[src/hw/rtl/inode_dir_allocator_top_assert.svh]
// Assertion macros shared by the inode/directory allocator RTL.
// No dependencies; included by files that carry concurrent checks.
`ifndef INODE_DIR_ALLOCATOR_TOP_ASSERT_SVH
`define INODE_DIR_ALLOCATOR_TOP_ASSERT_SVH

// Same-cycle implication, disabled while in reset.
`define IDA_ASSERT_IMPL(lbl, clk, rst_n, ante, cons, msg) \
  lbl: assert property (@(posedge clk) disable iff (!rst_n) (ante) |-> (cons)) \
    else $error(msg);

// Next-cycle implication, disabled while in reset.
`define IDA_ASSERT_NEXT(lbl, clk, rst_n, ante, cons, msg) \
  lbl: assert property (@(posedge clk) disable iff (!rst_n) (ante) |=> (cons)) \
    else $error(msg);

`endif

[src/hw/rtl/idalloc_pkg.sv]
// Types, sizes, codes and helper functions of the inode/directory allocator.
// No dependencies; imported by every module of the block.
package idalloc_pkg;

  localparam int INODE_COUNT = 8;
  localparam int BLOCK_COUNT = 8;
  localparam int DIR_SLOTS   = 4;
  localparam int NAME_BYTES  = 8;
  localparam int USER_SLOTS  = DIR_SLOTS - 2;

  localparam int INO_W  = $clog2(INODE_COUNT);
  localparam int BLK_W  = $clog2(BLOCK_COUNT);
  localparam int SLOT_W = (USER_SLOTS > 1) ? $clog2(USER_SLOTS) : 1;
  localparam int SCAN_W = (INO_W > BLK_W) ?
                          ((INO_W > SLOT_W) ? INO_W : SLOT_W) :
                          ((BLK_W > SLOT_W) ? BLK_W : SLOT_W);

  localparam int NAME_W = 64;
  localparam int CNT_W  = 4;
  localparam logic [CNT_W-1:0] CNT_MAX = '1;

  localparam logic [NAME_W-1:0] NAME_DOT    = 64'h2E;
  localparam logic [NAME_W-1:0] NAME_DOTDOT = 64'h2E2E;

  typedef enum logic [1:0] {
    CMD_CREATE = 2'd0,
    CMD_MKDIR  = 2'd1,
    CMD_WRITE  = 2'd2
  } cmd_t;

  typedef enum logic [2:0] {
    ST_OK        = 3'd0,
    ST_EXISTS    = 3'd1,
    ST_NO_INODE  = 3'd2,
    ST_NO_BLOCK  = 3'd3,
    ST_FULL      = 3'd4,
    ST_NOT_FOUND = 3'd5,
    ST_NOT_FILE  = 3'd6
  } status_t;

  typedef enum logic [1:0] {
    KIND_FREE = 2'd0,
    KIND_FILE = 2'd1,
    KIND_DIR  = 2'd2
  } kind_t;

  // Test performed by the shared probe unit at the current scan index
  typedef enum logic [1:0] {
    PR_SLOT_MATCH = 2'd0,
    PR_INODE_FREE = 2'd1,
    PR_BLOCK_FREE = 2'd2,
    PR_SLOT_FREE  = 2'd3
  } probe_t;

  typedef struct packed {
    probe_t              mode;
    logic [SCAN_W-1:0]   idx;
  } probe_req_t;

  typedef struct packed {
    logic [1:0]        command;
    logic [NAME_W-1:0] entry_name;
    logic [7:0]        file_byte;
  } in_item_t;

  typedef struct packed {
    logic [2:0]       status;
    logic [2:0]       inode_number;
    logic [CNT_W-1:0] files_made;
    logic [CNT_W-1:0] dirs_made;
  } out_item_t;

  // Keep bytes up to the first zero byte, at most NAME_BYTES-1 of them.
  function automatic logic [NAME_W-1:0] norm_name(input logic [NAME_W-1:0] raw);
    logic [NAME_W-1:0] res;
    logic              live;
    res  = '0;
    live = 1'b1;
    for (int i = 0; i < NAME_BYTES - 1; i++) begin
      if (raw[8*i +: 8] == 8'h00) begin
        live = 1'b0;
      end
      if (live) begin
        res[8*i +: 8] = raw[8*i +: 8];
      end
    end
    return res;
  endfunction

  function automatic logic [CNT_W-1:0] sat_inc(input logic [CNT_W-1:0] v);
    return (v == CNT_MAX) ? v : v + CNT_W'(1);
  endfunction

endpackage

[src/hw/rtl/idalloc_probe.sv]
// Shared probe unit: one name compare or one bitmap/slot test per cycle.
// Depends on idalloc_pkg.
module idalloc_probe import idalloc_pkg::*; (
  input  probe_req_t                         req,
  input  logic [NAME_W-1:0]                  name,
  input  logic [USER_SLOTS-1:0][NAME_W-1:0]  slot_names,
  input  logic [INODE_COUNT-1:0]             inode_busy,
  input  logic [BLOCK_COUNT-1:0]             block_busy,
  output logic                               hit
);

  logic [NAME_W-1:0] slot_sel;

  assign slot_sel = slot_names[req.idx[SLOT_W-1:0]];

  always_comb begin
    case (req.mode)
      PR_SLOT_MATCH: hit = (slot_sel == name);
      PR_INODE_FREE: hit = !inode_busy[req.idx[INO_W-1:0]];
      PR_BLOCK_FREE: hit = !block_busy[req.idx[BLK_W-1:0]];
      PR_SLOT_FREE:  hit = (slot_sel[7:0] == 8'h00);
      default:       hit = 1'b0;
    endcase
  end

endmodule

[src/hw/rtl/inode_dir_allocator_top.sv]
// Top level of the inode/directory allocator: command sequencer and metadata state.
// Depends on idalloc_pkg, idalloc_probe and inode_dir_allocator_top_assert.svh.
//
//   channel | signals                         | beat
//   --------+---------------------------------+-------------------------------------
//   in      | in_valid, in_ready, in_data     | command, entry_name, file_byte
//   out     | out_valid, out_ready, out_data  | status, inode_number, files_made,
//           |                                 | dirs_made
//
// One command is worked at a time; in_ready is high only while the sequencer waits.
// The probe unit tests one slot, inode or block per cycle (lookup up to 2 slots,
// inode scan up to 8, block scan up to 8, free-slot scan up to 2), plus accept,
// decide, commit and result-load steps.
// The result register lets the next command be taken while a result still waits;
// a finished command holds in its result state while that register stays full.
// Reset (rst_n low, synchronous) restores the empty root directory; no clearing pass.
`include "inode_dir_allocator_top_assert.svh"

module inode_dir_allocator_top import idalloc_pkg::*; (
  input  logic      clk,
  input  logic      rst_n,
  input  logic      in_valid,
  output logic      in_ready,
  input  in_item_t  in_data,
  output logic      out_valid,
  input  logic      out_ready,
  output out_item_t out_data
);

  typedef enum logic [2:0] {
    S_IDLE,
    S_LOOK,
    S_DECIDE,
    S_INODE,
    S_BLOCK,
    S_SLOT,
    S_COMMIT,
    S_DONE
  } state_t;

  state_t                             state_r, state_nxt;
  logic [1:0]                         cmd_r, cmd_nxt;
  logic [NAME_W-1:0]                  name_r, name_nxt;
  logic [7:0]                         byte_r, byte_nxt;
  logic [SCAN_W-1:0]                  idx_r, idx_nxt;
  logic                               found_r, found_nxt;
  logic [INO_W-1:0]                   fino_r, fino_nxt;
  logic [INO_W-1:0]                   ni_r, ni_nxt;
  logic [BLK_W-1:0]                   blk_r, blk_nxt;
  logic [SLOT_W-1:0]                  sl_r, sl_nxt;
  logic [2:0]                         stat_r, stat_nxt;
  logic [INO_W-1:0]                   res_ino_r, res_ino_nxt;

  logic [INODE_COUNT-1:0]             inode_busy_r, inode_busy_nxt;
  logic [INODE_COUNT-1:0][1:0]        kind_r, kind_nxt;
  logic [INODE_COUNT-1:0][BLK_W-1:0]  iblk_r, iblk_nxt;
  logic [INODE_COUNT-1:0]             has_blk_r, has_blk_nxt;
  logic [BLOCK_COUNT-1:0]             block_busy_r, block_busy_nxt;
  logic [USER_SLOTS-1:0][NAME_W-1:0]  slot_name_r, slot_name_nxt;
  logic [USER_SLOTS-1:0][INO_W-1:0]   slot_ino_r, slot_ino_nxt;
  logic [CNT_W-1:0]                   root_links_r, root_links_nxt;
  logic [CNT_W-1:0]                   file_total_r, file_total_nxt;
  logic [CNT_W-1:0]                   dir_total_r, dir_total_nxt;

  logic                               out_valid_r, out_valid_nxt;
  out_item_t                          out_r, out_nxt;

  logic [7:0]                         stored_mem [BLOCK_COUNT];
  logic                               mem_we;

  probe_req_t                         probe_req;
  logic                               probe_hit;
  logic [NAME_W-1:0]                  in_name;
  logic                               cmd_valid;

  assign in_ready  = (state_r == S_IDLE);
  assign out_valid = out_valid_r;
  assign out_data  = out_r;
  assign in_name   = norm_name(in_data.entry_name);
  assign cmd_valid = (in_data.command == CMD_CREATE) || (in_data.command == CMD_MKDIR) ||
                     (in_data.command == CMD_WRITE);

  always_comb begin
    probe_req.idx = idx_r;
    case (state_r)
      S_LOOK:  probe_req.mode = PR_SLOT_MATCH;
      S_INODE: probe_req.mode = PR_INODE_FREE;
      S_BLOCK: probe_req.mode = PR_BLOCK_FREE;
      default: probe_req.mode = PR_SLOT_FREE;
    endcase
  end

  idalloc_probe u_probe (
    .req        (probe_req),
    .name       (name_r),
    .slot_names (slot_name_r),
    .inode_busy (inode_busy_r),
    .block_busy (block_busy_r),
    .hit        (probe_hit)
  );

  always_comb begin
    state_nxt      = state_r;
    cmd_nxt        = cmd_r;
    name_nxt       = name_r;
    byte_nxt       = byte_r;
    idx_nxt        = idx_r;
    found_nxt      = found_r;
    fino_nxt       = fino_r;
    ni_nxt         = ni_r;
    blk_nxt        = blk_r;
    sl_nxt         = sl_r;
    stat_nxt       = stat_r;
    res_ino_nxt    = res_ino_r;
    inode_busy_nxt = inode_busy_r;
    kind_nxt       = kind_r;
    iblk_nxt       = iblk_r;
    has_blk_nxt    = has_blk_r;
    block_busy_nxt = block_busy_r;
    slot_name_nxt  = slot_name_r;
    slot_ino_nxt   = slot_ino_r;
    root_links_nxt = root_links_r;
    file_total_nxt = file_total_r;
    dir_total_nxt  = dir_total_r;
    out_nxt        = out_r;
    out_valid_nxt  = out_valid_r;

    // Drop the result once taken; a new load below overrides this
    if (out_valid_r && out_ready) begin
      out_valid_nxt = 1'b0;
    end

    case (state_r)
      S_IDLE: begin
        if (in_valid) begin
          cmd_nxt     = in_data.command;
          name_nxt    = in_name;
          byte_nxt    = in_data.file_byte;
          idx_nxt     = '0;
          found_nxt   = 1'b0;
          fino_nxt    = '0;
          res_ino_nxt = '0;
          if (!cmd_valid) begin
            stat_nxt  = ST_NOT_FOUND;
            state_nxt = S_DONE;
          end else if (in_name == NAME_DOT || in_name == NAME_DOTDOT) begin
            found_nxt = 1'b1;
            state_nxt = S_DECIDE;
          end else begin
            state_nxt = S_LOOK;
          end
        end
      end

      S_LOOK: begin
        if (probe_hit) begin
          found_nxt = 1'b1;
          fino_nxt  = slot_ino_r[idx_r[SLOT_W-1:0]];
          state_nxt = S_DECIDE;
        end else if (idx_r == SCAN_W'(USER_SLOTS - 1)) begin
          state_nxt = S_DECIDE;
        end else begin
          idx_nxt = idx_r + SCAN_W'(1);
        end
      end

      S_DECIDE: begin
        idx_nxt = '0;
        if (cmd_r == CMD_WRITE) begin
          if (!found_r) begin
            stat_nxt  = ST_NOT_FOUND;
            state_nxt = S_DONE;
          end else if (kind_r[fino_r] != KIND_FILE) begin
            stat_nxt  = ST_NOT_FILE;
            state_nxt = S_DONE;
          end else if (has_blk_r[fino_r]) begin
            blk_nxt   = iblk_r[fino_r];
            state_nxt = S_COMMIT;
          end else begin
            state_nxt = S_BLOCK;
          end
        end else if (found_r) begin
          stat_nxt  = ST_EXISTS;
          state_nxt = S_DONE;
        end else begin
          state_nxt = S_INODE;
        end
      end

      S_INODE: begin
        if (probe_hit) begin
          ni_nxt    = idx_r[INO_W-1:0];
          idx_nxt   = '0;
          state_nxt = (cmd_r == CMD_MKDIR) ? S_BLOCK : S_SLOT;
        end else if (idx_r == SCAN_W'(INODE_COUNT - 1)) begin
          stat_nxt  = ST_NO_INODE;
          state_nxt = S_DONE;
        end else begin
          idx_nxt = idx_r + SCAN_W'(1);
        end
      end

      S_BLOCK: begin
        if (probe_hit) begin
          blk_nxt   = idx_r[BLK_W-1:0];
          idx_nxt   = '0;
          state_nxt = (cmd_r == CMD_WRITE) ? S_COMMIT : S_SLOT;
        end else if (idx_r == SCAN_W'(BLOCK_COUNT - 1)) begin
          stat_nxt  = ST_NO_BLOCK;
          state_nxt = S_DONE;
        end else begin
          idx_nxt = idx_r + SCAN_W'(1);
        end
      end

      S_SLOT: begin
        if (probe_hit) begin
          sl_nxt    = idx_r[SLOT_W-1:0];
          state_nxt = S_COMMIT;
        end else if (idx_r == SCAN_W'(USER_SLOTS - 1)) begin
          stat_nxt  = ST_FULL;
          state_nxt = S_DONE;
        end else begin
          idx_nxt = idx_r + SCAN_W'(1);
        end
      end

      S_COMMIT: begin
        stat_nxt  = ST_OK;
        state_nxt = S_DONE;
        case (cmd_r)
          CMD_CREATE: begin
            inode_busy_nxt[ni_r] = 1'b1;
            kind_nxt[ni_r]       = KIND_FILE;
            has_blk_nxt[ni_r]    = 1'b0;
            iblk_nxt[ni_r]       = '0;
            slot_name_nxt[sl_r]  = name_r;
            slot_ino_nxt[sl_r]   = ni_r;
            file_total_nxt       = sat_inc(file_total_r);
            res_ino_nxt          = ni_r;
          end
          CMD_MKDIR: begin
            inode_busy_nxt[ni_r] = 1'b1;
            kind_nxt[ni_r]       = KIND_DIR;
            has_blk_nxt[ni_r]    = 1'b1;
            iblk_nxt[ni_r]       = blk_r;
            block_busy_nxt[blk_r] = 1'b1;
            slot_name_nxt[sl_r]  = name_r;
            slot_ino_nxt[sl_r]   = ni_r;
            root_links_nxt       = sat_inc(root_links_r);
            dir_total_nxt        = sat_inc(dir_total_r);
            res_ino_nxt          = ni_r;
          end
          CMD_WRITE: begin
            block_busy_nxt[blk_r] = 1'b1;
            iblk_nxt[fino_r]      = blk_r;
            has_blk_nxt[fino_r]   = 1'b1;
            res_ino_nxt           = fino_r;
          end
          default: begin
            stat_nxt = ST_NOT_FOUND;
          end
        endcase
      end

      S_DONE: begin
        // Hold the finished result until the output register frees up
        if (!out_valid_r || out_ready) begin
          out_nxt.status       = stat_r;
          out_nxt.inode_number = res_ino_r;
          out_nxt.files_made   = file_total_r;
          out_nxt.dirs_made    = dir_total_r;
          out_valid_nxt        = 1'b1;
          state_nxt            = S_IDLE;
        end
      end

      default: begin
        state_nxt = S_IDLE;
      end
    endcase
  end

  always_ff @(posedge clk) begin
    if (!rst_n) begin
      state_r      <= S_IDLE;
      out_valid_r  <= 1'b0;
      inode_busy_r <= INODE_COUNT'(1);
      // Inode zero is the root directory, every other kind is free
      kind_r       <= (2 * INODE_COUNT)'(KIND_DIR);
      iblk_r       <= '0;
      has_blk_r    <= INODE_COUNT'(1);
      block_busy_r <= BLOCK_COUNT'(1);
      slot_name_r  <= '0;
      slot_ino_r   <= '0;
      root_links_r <= CNT_W'(2);
      file_total_r <= '0;
      dir_total_r  <= CNT_W'(1);
    end else begin
      state_r      <= state_nxt;
      out_valid_r  <= out_valid_nxt;
      inode_busy_r <= inode_busy_nxt;
      kind_r       <= kind_nxt;
      iblk_r       <= iblk_nxt;
      has_blk_r    <= has_blk_nxt;
      block_busy_r <= block_busy_nxt;
      slot_name_r  <= slot_name_nxt;
      slot_ino_r   <= slot_ino_nxt;
      root_links_r <= root_links_nxt;
      file_total_r <= file_total_nxt;
      dir_total_r  <= dir_total_nxt;
    end
    cmd_r     <= cmd_nxt;
    name_r    <= name_nxt;
    byte_r    <= byte_nxt;
    idx_r     <= idx_nxt;
    found_r   <= found_nxt;
    fino_r    <= fino_nxt;
    ni_r      <= ni_nxt;
    blk_r     <= blk_nxt;
    sl_r      <= sl_nxt;
    stat_r    <= stat_nxt;
    res_ino_r <= res_ino_nxt;
    out_r     <= out_nxt;
  end

  // File data store, one byte per block
  assign mem_we = (state_r == S_COMMIT) && (cmd_r == CMD_WRITE);

  always_ff @(posedge clk) begin
    if (mem_we) begin
      stored_mem[blk_r] <= byte_r;
    end
  end

  `IDA_ASSERT_IMPL(a_root_held, clk, rst_n, 1'b1, inode_busy_r[0] && block_busy_r[0],
                   "root inode or block released")
  `IDA_ASSERT_IMPL(a_inode_count, clk, rst_n, 1'b1,
                   $countones(inode_busy_r) == int'(file_total_r) + int'(dir_total_r),
                   "inode bitmap disagrees with object counters")
  `IDA_ASSERT_IMPL(a_dir_blocks, clk, rst_n, 1'b1,
                   $countones(block_busy_r) >= int'(dir_total_r),
                   "fewer blocks in use than directories")
  `IDA_ASSERT_IMPL(a_slot_live, clk, rst_n, slot_name_r[0] != '0,
                   inode_busy_r[slot_ino_r[0]],
                   "occupied slot points at a free inode")
  `IDA_ASSERT_IMPL(a_out_load, clk, rst_n, $rose(out_valid_r), $past(state_r == S_DONE),
                   "result loaded outside the result state")

endmodule
[config.mk]
export PLATFORM = sky130hd
export DESIGN_NAME = inode_dir_allocator_top
export DESIGN_NICKNAME = d
export VERILOG_FILES = /design/src/hw/rtl/idalloc_pkg.sv /design/src/hw/rtl/idalloc_probe.sv /design/src/hw/rtl/inode_dir_allocator_top.sv
export VERILOG_INCLUDE_DIRS = /design/src /design/src/hw/rtl
export SDC_FILE = /design/constraint.sdc
export NUM_CORES = 1
export LEC_CHECK = 0
export BUFFER_PORTS_ARGS = -buffer_cell sky130_fd_sc_hd__buf_4
export CAP_MARGIN = 25
export CORE_AREA = 2 2 163 165
export CTS_CLUSTER_DIAMETER = 120
export DETAILED_ROUTE_END_ITERATION = 8
export DIE_AREA = 0 0 165 167
export PLACE_DENSITY = 0.83
export SYNTH_ARGS = -nofsm -noshare
export SYNTH_HDL_FRONTEND = slang
export SYNTH_SLANG_ARGS = --single-unit
[constraint.sdc]
create_clock -name clk -period 2.8 [get_ports clk]
set_input_delay 0.28 -clock clk [delete_from_list [all_inputs] [get_ports clk]]
set_output_delay 0.28 -clock clk [all_outputs]
set_load 0.01 [all_outputs]
* Word level (Yosys, flattened, before mapping) *
Cells that the tools add are included.

word-level totals
  bits in registers = 302
  bits in latches = 0
  RAM bits = 0
  memory bits (read-only) = 0
  input port bits = 78
  output and inout bits = 16
  word-level logic and storage cells = 277
  memories kept = 0

operators by class
  add/subtract/negate cells = 3
  multiply operators = 0
  divide/modulo/power cells = 0
  order comparisons = 10
  equal/unequal tests = 45
  shift-type cells = 0
  muxes and demuxes = 110
  bitwise operators = 16
  reduce and logical (&&, ||, !) cells = 52

operators by type and width
  cell                                                                      count
  64-bit 2-to-1 mux                                                         3
  128-bit bitwise mux                                                       1
  3-bit 2-to-1 mux                                                          42
  24-bit case mux with 3 select lines                                       1
  64-bit demux with 1-bit select                                            1
  64-bit by 56-bit equality test with 1-bit output                          1
  8-bit logical NOT                                                         8
  56-bit by 14-bit equality test with 1-bit output (second input constant)  1
  56-bit by 6-bit equality test with 1-bit output (second input constant)   1
  8-bit 2-to-1 mux                                                          7
  24-bit bitwise mux                                                        2
  8-bit OR                                                                  6
  2-bit inequality test (second input constant)                             17
  16-bit case mux with 2 select lines                                       1
  24-bit AND                                                                1
  8-bit AND                                                                 3
  24-bit NOT                                                                1
  8-bit NOT                                                                 3
  3-bit case mux with 2 select lines                                        4
  3-bit case mux with 8 select lines                                        1
  8-bit case mux with 3 select lines                                        1
  1-bit 2-to-1 mux                                                          21
  3-bit demux with 3-bit select                                             2
  3-bit case mux with 6 select lines                                        1
  46 further kinds                                                          106

* Longest topological paths before layout *
  depth after elaboration = 15
  depth in mapped cells = 11
  mapped depth without buffers = 8

* By module *
Synthesis repeated with hierarchy kept, for this count alone.

second synthesis, totals
  cells, all modules = 1433
  area, all modules = 13809.5 um^2

modules (own cells, without submodules)
  module                   instances  cells an instance  area each (um^2)  sequential area each (um^2)
  inode_dir_allocator_top  1          1260               12225.5           6646.4
  idalloc_probe            1          173                1584.0            0.0

* Least setup slack after synthesis *
OpenSTA, ideal clock, no wires.

  path kind = register to register
  start = reg state_r[0]
  end = reg fino_r[0], enable pin
  setup time = 0.302 ns
  arrival = 2.530 ns
  data required time = 2.498 ns
  path slack = -0.031 ns
  cell stages (with the launch flop) = 8
  buffers on the path = 1
  clock period less this slack = 2.831 ns
  cell sequence = dfxtp_1 clkbuf_1 nor2_1 nand2_1 inv_1 nand2_1 inv_1 or2_2

between the ends
  elaborated cells on any way between the ends = 14
  those cells by class = 8 x eq/ne; 2 x mux; 4 x reduce/logical

RTL lines
  item                                                                   line                            text
  start: declaration                                                     inode_dir_allocator_top.sv:41   state_t state_r, state_nxt;
  start signal: assignment                                               inode_dir_allocator_top.sv:300  state_r <= state_nxt;
  3-bit logical NOT (*)                                                  --
  net in_ready                                                           inode_dir_allocator_top.sv:23   output logic in_ready,
  2-bit inequality test (no line) or 2-bit nonzero test (tied branches)  --
  3-bit AND reduction (no line) (*)                                      --
  end signal: assignment                                                 inode_dir_allocator_top.sv:318  fino_r <= fino_nxt;
  end: declaration                                                       inode_dir_allocator_top.sv:47   logic [INO_W-1:0] fino_r, fino_nxt;

The timed path passes the listed nets; every way through them passes the cells marked *.
A chain may end at the register's enable or synchronous reset.

* Final worst setup path *
  start = reg idx_r[0]
  end = reg idx_r[0], enable pin

between the ends
  cells in the longest elaborated chain, start to end = 6
  elaborated cells on any way between the ends = 17
  those cells by class = 6 x eq/ne; 7 x mux; 4 x reduce/logical

ends and longest elaborated chain
  item                                                                                line                            text
  start: declaration                                                                  inode_dir_allocator_top.sv:45   logic [SCAN_W-1:0] idx_r, idx_nxt;
  start signal: assignment                                                            inode_dir_allocator_top.sv:316  idx_r <= idx_nxt;
  64-bit 2-to-1 mux (implied by the code), or another cell as far along (2 in a row)  idalloc_probe.sv:14             assign slot_sel = slot_names[req.idx[SLOT_W-1:0]];
  64-bit by 56-bit equality test with 1-bit output, or another cell as far along      idalloc_probe.sv:18             PR_SLOT_MATCH: hit = (slot_sel == name);
  1-bit case mux with 4 select lines                                                  idalloc_probe.sv:17             case (req.mode)
  3-bit inequality test (no line) or 2-bit inequality test (tied branches)            --
  5-bit AND reduction (no line) (*)                                                   --

Every way passes the cells marked *; elsewhere a longest branch is shown, timed or not. The select of a mux whose other input is x is not followed.

==> parameters.txt <==
Parameter                              Value

Run status
  Result of the run ... finished with violations
  Violated checks ... negative setup slack

Timing
  Clock Skew ... 0.01708 ns
  RSZ-0062 raised after global routing ... true
  Highest achievable clock rate ... 332.3 MHz
  Fin. Hold Viols ... 0
  PnR worst setup slack ... -0.2095 ns
  Final TNS setup ... -2.153 ns
  Number of setup violations in the final report ... 17
  Slew Limit Fails ... 0
  Post-layout min period ... 3.009 ns
  Worst max-slew margin expressed relative to the limit ... 50.71%
  Final period utilization ... 107.5%
  Hold slack final ... 0.01176 ns
  Measured slew at the worst slew-check pin ... 0.7337 ns

Cells and area
  Fraction of layout cells with a size suffix above 1 ... 16.21%
  Count of placed standard cells in the final layout, fillers left out ... 1859
  Area of combinational cells with multiple inputs ... around 0.0059 mm2
  Final design area excluding fillers ... ~0.015 mm2
  Combined flip-flop and latch cell area ... around 0.0066 mm2
  Post-synthesis to final-layout area growth ... 19.93%
  Net count of the finished layout ... 1589
  Filler cell count in the final layout ... 2026
  Antenna cells ... 0

Power
  Power Internal ... 0.008392 W
  Switching power as a share of total power ... 31.61%
  Clock network fraction of total power ... a little under a third
  Sequential group share of total power ... between 40% and 50%
  Cell Pwr Density ... 792.6 mW/mm2
  Net switching power ... between 0.003 and 0.004 W
  Part of the power in combinational logic ... between 20% and 30%
  Reported leakage power ... ~5.5 nW
  Worst supply voltage drop on vdd ... 0.6608 mV

Clock tree
  Number of clock buffers inserted by TritonCTS ... 29
  TritonCTS clock tree ... yes
  Root Buffer Master ... sky130_fd_sc_hd__clkbuf_16
  Worst skew pair latency ... between 0.5 and 0.6 ns
  H-Tree Depth ... 1
  Clock-pin slew of the registers on the worst-case setup and hold paths ... ~0.070 ns
  Worst-case clock buffer depth ... 3
  Sinks on the clock net ... around 290

Place
  I/O Buffers ... 77
  Detailed placement HPWL ... 22.54 mm
  Area after detailed placement ... 0.01411 mm2
  Placed Cells ... about 1800
  Worst setup slack before clock tree synthesis ... -0.2517 ns
  Global placer's final weighted congestion ... 0.9511

Setup path
  CP startpoint kind ... register
  Data arrival time at the worst-slack endpoint ... roughly 3.3 ns
  Worst-path fanout max ... 7
  Type of element capturing the critical path ... register
  WS Path Type ... reg2reg
  Critical Path RT ... between 3 and 4 ns

Floorplan
  Initial standard-cell utilization of the core ... 50.10%
  Die Footprint ... ~0.028 mm2
  Core Region ... ~0.026 mm2
  Floorplan die height ... approximately 170 um
  Die X ... 165 um
  Boundary Pins ... 94
  Core Rows ... between 50 and 60

Routing
  Overall routed net length ... approximately 35 mm
  Average wire per standard cell ... between 15 and 20 um
  Detailed Route Iter0 Violations ... 1130
  DRC errors left ... 0
  Final antenna-violating net count ... 0
  Vias post-DR ... 10920
  Via count normalized by instance count ... 5.875
  Iteration count of the initial detailed-routing pass ... 7

Global routing
  Number of antenna violations at the first check in global routing ... 0
  Pin count of the biggest net entering global routing ... 86
  First-pass GRT wire length ... 54.19 mm
  Via count of the first global-routing pass ... 10720
  Total routing resource utilization after global routing ... 24.35%
  Leftover overflow at the end of global routing ... 0

Synth
  Leading cell type by number of instances after synthesis ... sky130_fd_sc_hd__nand2_1
  Post-synthesis cell area ... 0.01291 mm2
  Commonest register cell after synthesis ... sky130_fd_sc_hd__dfxtp_1
  Portion of the post-synthesis area used by sequential elements ... about 51%
  Cells after Synth ... 1400
  Syn nets ... 1488
  Ys Warns ... 0
  Yosys top cell area share ... 30.09%
  Number of enable flip-flop cells after synthesis ... 92
  Top area cells in the synthesized netlist ... sky130_fd_sc_hd__dfxtp_1, sky130_fd_sc_hd__edfxtp_1, sky130_fd_sc_hd__nand2_1
  Number of different library cells in the post-synthesis netlist ... 61
  Cell types with the highest counts after synthesis ... sky130_fd_sc_hd__nand2_1, sky130_fd_sc_hd__dfxtp_1, sky130_fd_sc_hd__a21oi_1, sky130_fd_sc_hd__nor2_1, sky130_fd_sc_hd__edfxtp_1
  Flops & latches, synth ... approximately 290
  Leading area contributor after synthesis ... sky130_fd_sc_hd__dfxtp_1
  Syn avg cell area ... 9.220 um2
  Asr flop ratio synth ... 0%

Hold path
  Class of the tightest hold or removal check ... in2reg

Job
  Number of violations of the max-capacitance limit ... 0
[flip-flops by register name (all words and copies together), names as in the netlist, named ones only]
name          cells
slot_name_r     112
name_r           56
iblk_r           24
out_data         14
block_busy_r      8
has_blk_r         8
inode_busy_r      8
slot_ino_r        6
dir_total_r       4
file_total_r      4
blk_r             3
fino_r            3
idx_r             3
ni_r              3
res_ino_r         3
stat_r            3
state_r           3
cmd_r             2
found_r           1
out_valid         1
sl_r              1
[final timing paths]
| check | to | depth (start not counted) | slack, ns | from |
|---|---|---|---|---|
| setup / recovery | idx_r[0] | 11 | -0.21 | idx_r[0] |
| hold / removal | name_r[52] | 2 | 0.01 | in_data[60] |
| setup reg to reg | idx_r[0] | 11 | -0.21 | idx_r[0] |
| hold reg to reg | out_data[11] | 0 | 0.42 | stat_r[0] |
[critical path, cell delays in order (launching register included)]
cell and delay (ns):
sky130_fd_sc_hd__edfxtp_1 0.44, sky130_fd_sc_hd__buf_6 0.18, sky130_fd_sc_hd__buf_12 0.15, sky130_fd_sc_hd__buf_6 0.12, sky130_fd_sc_hd__mux2i_4 0.19, sky130_fd_sc_hd__xnor2_2 0.15, sky130_fd_sc_hd__nor4_2 0.30, sky130_fd_sc_hd__nand4_1 0.20
sky130_fd_sc_hd__nor4_4 0.43, sky130_fd_sc_hd__nor2_2 0.08, sky130_fd_sc_hd__a221oi_2 0.22, sky130_fd_sc_hd__a21boi_4 0.24
[layer usage]
metal  share of wire [%]  routed length (um)  track usage (%)  vias up
met2                  49               16780            40.72      524
met3                 6.9                2372            4.060      117
li1                    -                   -                -     5099
met5                   0                   0                0        -
met4                 5.3                1814            12.36        0
met1                  39               13560            30.13     5181
[cell type report]
class,instances,area share (%)
Multi-Input combinational cell,999,38.30
Timing Repair Buffer,164,9.278
Clock inverter,16,0.9860
Clock buffer,38,5.245
Inverter,21,0.5496
Tap cell,335,2.708
Sequential cell,286,42.93
[power by group through the flow]
stage | Sequential, W | Combinational (W) | Clock (W)
after global placement | 0.00520 | 0.00268 | 0
after global routing | 0.00518 | 0.00344 | 0.00410
after CTS | 0.00513 | 0.00296 | 0.00392
after detailed placement | 0.00521 | 0.00272 | 0
final | 0.00515 | 0.00323 | 0.00389
after floorplan | 0.00505 | 0.00184 | 0
[logic make-up after synthesis]
family	Yosys count	synth area share, %
and+or+nand+nor	549	19.00
AOI/OAI and AO/OA	305	13.98
DFF	286	51.49
buffers and inverters	115	3.674
muxes	81	7.231
xor gates and xnor gates	54	3.664
adders and majority gates	10	0.9693
[stage by stage]
| stage | utilization (%) | power, W |
|---|---|---|
| 5_1_grt | 60.09 | 0.01272 |
| 2_1_floorplan | - | 0.006891 |
| 3_3_place_gp | 54.76 | 0.007882 |
| 6_report | 60.09 | 0.01227 |
| 3_5_place_dp | 54.76 | 0.007935 |
| 4_1_cts | 59.53 | 0.01201 |
[cell usage in the layout (no fill, tap or decap), drive strengths merged, types with 7 or more instances in the layout]
master and instances:
a21oi 163, mux4 9, nand4 9, nand2 305, clkbuf 39, o2bb2ai 7, a31oi 13, dlygate4sd3 12
xnor2 50, edfxtp 92, dfxtp 194, and3 16, buf 151, mux2i 67, nor4 26, inv 20
nand3 9, nor2 95, nor3 13, and2 44, clkinv 11, a22oi 32, ha 10, o21ai 46
[what timing repair did]
action | in CTS | in global routing
cloned | 1 | 1
hold buffers | 12 | 0
buffers inserted | 6 | 3
endpoints found under the hold margin | 12 | 0
gates resized for setup | 15 | 20
setup endpoints to repair | 12 | 53
pin swaps | 4 | 10
(Power assumes the default switching activity.)
